==> src/rtl/sdc_pkg.sv <==
package sdc_pkg;

    // Fixed widths of the request and result fields.
    localparam int REQ_W   = 2;
    localparam int VALUE_W = 16;
    localparam int START_W = 11;
    localparam int OUT_W   = 11;

    // Request type codes.
    localparam logic [REQ_W-1:0] REQ_CLEAR  = 2'd0;
    localparam logic [REQ_W-1:0] REQ_APPEND = 2'd1;
    localparam logic [REQ_W-1:0] REQ_QUERY  = 2'd2;

    // Controller states.
    typedef enum logic [2:0] {
        ST_WIPE,
        ST_IDLE,
        ST_SCAN,
        ST_SCAN_DRAIN,
        ST_CLEAN,
        ST_CLEAN_DRAIN
    } state_t;

    // Commands from the controller to the datapath.
    typedef struct packed {
        logic clear_array;
        logic append;
        logic load_query;
        logic scan_issue;
        logic clean_load;
        logic clean_issue;
        logic emit_direct;
        logic emit_count;
        logic wipe_step;
    } cmd_t;

    // Status from the datapath to the controller.
    typedef struct packed {
        logic in_bad;
        logic in_past;
        logic at_first;
        logic scan_empty;
        logic clean_empty;
        logic wipe_last;
    } stat_t;

endpackage

==> src/rtl/sdc_ctrl.sv <==
module sdc_ctrl
    import sdc_pkg::*;
(
    input  logic             clk,
    input  logic             rst_n,
    input  logic             start,
    input  logic [REQ_W-1:0] req_type,
    input  stat_t            stat,
    output cmd_t             cmd,
    output logic             busy
);

    state_t state_reg;
    state_t state_next;

    // State register; reset starts the seen map wipe.
    always_ff @(posedge clk or negedge rst_n)
    begin
        if (!rst_n)
        begin
            state_reg <= ST_WIPE;
        end
        else
        begin
            state_reg <= state_next;
        end
    end

    // Next state and commands.
    always_comb
    begin
        state_next = state_reg;
        cmd        = '0;
        unique case (state_reg)
            ST_WIPE:
            begin
                cmd.wipe_step = 1'b1;
                if (stat.wipe_last)
                begin
                    state_next = ST_IDLE;
                end
            end
            ST_IDLE:
            begin
                if (start)
                begin
                    case (req_type)
                        REQ_CLEAR:  cmd.clear_array = 1'b1;
                        REQ_APPEND: cmd.append      = 1'b1;
                        REQ_QUERY:
                        begin
                            if (stat.in_bad || stat.in_past)
                            begin
                                cmd.emit_direct = 1'b1;
                            end
                            else
                            begin
                                cmd.load_query = 1'b1;
                                state_next     = ST_SCAN;
                            end
                        end
                        default: ;
                    endcase
                end
            end
            ST_SCAN:
            begin
                cmd.scan_issue = 1'b1;
                if (stat.at_first)
                begin
                    state_next = ST_SCAN_DRAIN;
                end
            end
            ST_SCAN_DRAIN:
            begin
                if (stat.scan_empty)
                begin
                    cmd.emit_count = 1'b1;
                    cmd.clean_load = 1'b1;
                    state_next     = ST_CLEAN;
                end
            end
            ST_CLEAN:
            begin
                cmd.clean_issue = 1'b1;
                if (stat.at_first)
                begin
                    state_next = ST_CLEAN_DRAIN;
                end
            end
            ST_CLEAN_DRAIN:
            begin
                if (stat.clean_empty)
                begin
                    state_next = ST_IDLE;
                end
            end
            default:
            begin
                state_next = ST_IDLE;
            end
        endcase
    end

    assign busy = (state_reg != ST_IDLE);

endmodule

==> config.mk <==
export PLATFORM = sky130hd
export DESIGN_NAME = sdc_ctrl
export DESIGN_NICKNAME = d
export VERILOG_FILES = /design/src/rtl/sdc_pkg.sv /design/src/rtl/sdc_ctrl.sv
export SDC_FILE = /design/constraint.sdc
export NUM_CORES = 1
export LEC_CHECK = 0
export BUFFER_PORTS_ARGS = -buffer_cell sky130_fd_sc_hd__buf_2
export CORE_AREA = 5 5 42 44
export CTS_CLUSTER_DIAMETER = 40
export DETAILED_ROUTE_END_ITERATION = 10
export DIE_AREA = 0 0 47 49
export SKIP_LAST_GASP = 1
export SLEW_MARGIN = 40
export SYNTH_ARGS = -nofsm -noshare
export SYNTH_HDL_FRONTEND = slang
export SYNTH_SLANG_ARGS = --single-unit
==> constraint.sdc <==
create_clock -name clk -period 2.5 [get_ports clk]
set_input_delay 0.125 -clock clk [delete_from_list [all_inputs] [get_ports clk]]
set_output_delay 0.125 -clock clk [all_outputs]
set_load 0.01 [all_outputs]
==> flow_summary.ini <==
[status]
run_status = finished clean

[clock_network]
clkTransAtPathRegs_ns = 0.04
cts_inserted_buffers = 3
clk_latency_worst_skew_pair_ns = 0.24
cts-hold-fix-buffers = 1
cts.sinks = 3
buffers_inserted_during_post_cts_setup_optimization = 0
cts-htree-levels = 1
cts_root_buffer = sky130_fd_sc_hd__clkbuf_4
tritoncts = built
clock_tree.buffer_depth = 2
cts-resized-gates = 0

[worst_setup_path]
cp-end-kind = primary output
critPathSlowestCell = sky130_fd_sc_hd__dfrtp_1
worst-path-stages = 5
arrival_ns = 1.64
worst_setup_path_start_kind = flip-flop
timing.critical_path.cells = or3b_1, inv_2, nand2_2, nor3b_2, buf_2
critical_path.top_delay_family = simple AND/OR/NAND/NOR gates
required_time_of_the_critical_path_ns = 2.38
r2r_depth = 2
timing.setup.critical_path_class = reg -> out
critical_path.max_stage_delay_ns = 0.51
crit_buf_inv = 2
largest_driver_fanout_on_the_critical_path = 11

[power_and_ir_drop]
ir_worst_vdd_mv = 0.257
power_leakage_uw = 0.000218
powerDensity_mw_per_mm2 = 787

[timing]
setup-tns-final_ns = 0
timing.fmax_mhz = 566
fin_crit_ns = 1.77
fin_skew_ns = 0.00694
report.final.setup_viol = 0
drv_slew = 0
worstMarginPinSlew_ns = 0.300
max_slew_margin = 0.800
finalHoldViolations = 0
final.period_utilization = 0.707
rsz0062_at_grt = no

[floorplan]
die_y_um = 49
pin_count = 21
chipWidth_um = 47
die_area_mm2 = 0.00230
initial_utilization = 0.203
core.rowCount = 14
core_region_area_mm2 = 0.00140

[grt]
gr-total-overflow = 0
first_global_vias = 309
antenna_found_initial = 0
grt_start_max_net_pins = 12
grt_usage = 0.0684
first_pass_grt_wire_length_um = 1120

[cells_and_area]
design_area_um2 = 417
post_layout_nonfiller_instances = 77
num_antenna_cells = 0
final-seq-area_um2 = 75.1
area_of_the_multi_input_gates_um2 = 170
final_nets = 73
layout-drive-gt1-share = 0.443
flip_flop_count_of_the_largest_register_after_layout = 3
fillerInstances = 171
area_delta_synth_final_pct = 46.7
most-common-layout-cells = sky130_fd_sc_hd__buf_2 (20), sky130_fd_sc_hd__nor3_1 (5), sky130_fd_sc_hd__nor2_1 (4)
layout_commonest_cell = sky130_fd_sc_hd__buf_2

[logic_synthesis]
postSynth.topFlopCell = sky130_fd_sc_hd__dfrtp_1
synth_edf_count = 0
total_nets_after_synthesis = 50
average_instance_area_after_synthesis_um2 = 7.28
syn-cell-area_um2 = 284
synth_async_sr_flop_share = 1.00
synthCells = 39
yosys.cell_types.count = 22
ys.warnings.count = 0
synth_seq_area_share = 0.264
postSynthRegisterBits = 3

[routing]
avgRoutedWirePerCell_um = 10.1
via_count = 354
totalWireLength_um = 779
detailedRoute.firstIterationViolations = 5
antenna_violating_nets_post_route = 0
drc = 0
routed_via_density = 4.60
first_pass_iters = 4

[placement]
port_buffers = 20
finalWeightedCongestion = 0.735
detailed_placer_s_ending_hpwl_um = 605
numPlacedInstances = 72
place_area_um2 = 380

[worst_hold_path]
timing.hold.worst.class = in -> async

[run]
max_cap_violations = 0
logic make-up (layout without fill, tap and decap cells):
group	after synthesis	count (layout)	synth area share
and+or+nand+nor	21	21	0.423
DFF	3	3	0.264
buffers and inverters	7	29	0.137
AOI/OAI and AO/OA	8	8	0.176
per-stage QoR:
step                hold WS, ns   util  setup slack [ns]  total power, uW
global placement        -0.0756  0.271              1.02              239
detailed placement      -0.0781  0.271             0.986              240
global route              0.215  0.297             0.634              356
floorplan                -0.171      -              1.03              215
finish                    0.211  0.297             0.732              328
CTS                       0.222  0.297             0.736              328
routing by layer:
layer	global-route usage	routed length (um)	vias up
met3	0.0148	97	2
met2	0.0928	334	20
met5	0	0	-
met4	0.0829	8	0
met1	0.0749	339	153
li1	-	-	179
final timing paths:
check,slack [ns],from,end
worst max-delay path,0.73,state_reg[0]$_DFFE_PN0P_,cmd[7]
worst min-delay path,0.21,rst_n,state_reg[2]$_DFFE_PN0P_
worst max register to register,1.23,state_reg[0]$_DFFE_PN0P_,state_reg[0]$_DFFE_PN0P_
worst min register to register,0.57,state_reg[2]$_DFFE_PN0P_,state_reg[1]$_DFFE_PN0P_
max in group asynchronous,2.18,rst_n,state_reg[1]$_DFFE_PN0P_
min in group clk,0.24,stat[5],state_reg[1]$_DFFE_PN0P_
layout make-up:
cell class / instances / area share
inverter: 4 / 0.0360
tap: 16 / 0.0480
multi-input combinational: 29 / 0.408
timing repair buffer: 21 / 0.264
sequential: 3 / 0.180
clock buffer: 4 / 0.0631
synthesized netlist by cell type, types with 2 or more instances:
cell type	number	share of area
sky130_fd_sc_hd__a21oi_1	3	0.053
sky130_fd_sc_hd__dfrtp_1	3	0.26
sky130_fd_sc_hd__nand3b_1	2	0.053
sky130_fd_sc_hd__inv_1	3	0.040
sky130_fd_sc_hd__o22ai_1	2	0.044
sky130_fd_sc_hd__nand2_1	3	0.040
sky130_fd_sc_hd__nor3_1	5	0.088
sky130_fd_sc_hd__nor2_1	4	0.053
where the power goes:
part           total (uW)  switching [uW]  leakage [uW]  internal, uW
registers            92.0            30.2     0.0000385          61.8
logic                 148            77.4      0.000165          71.1
clock network        87.4            27.5     0.0000150          60.0
total                 328             135      0.000218           193
Note: power is estimated with default switching activity, not from simulation.
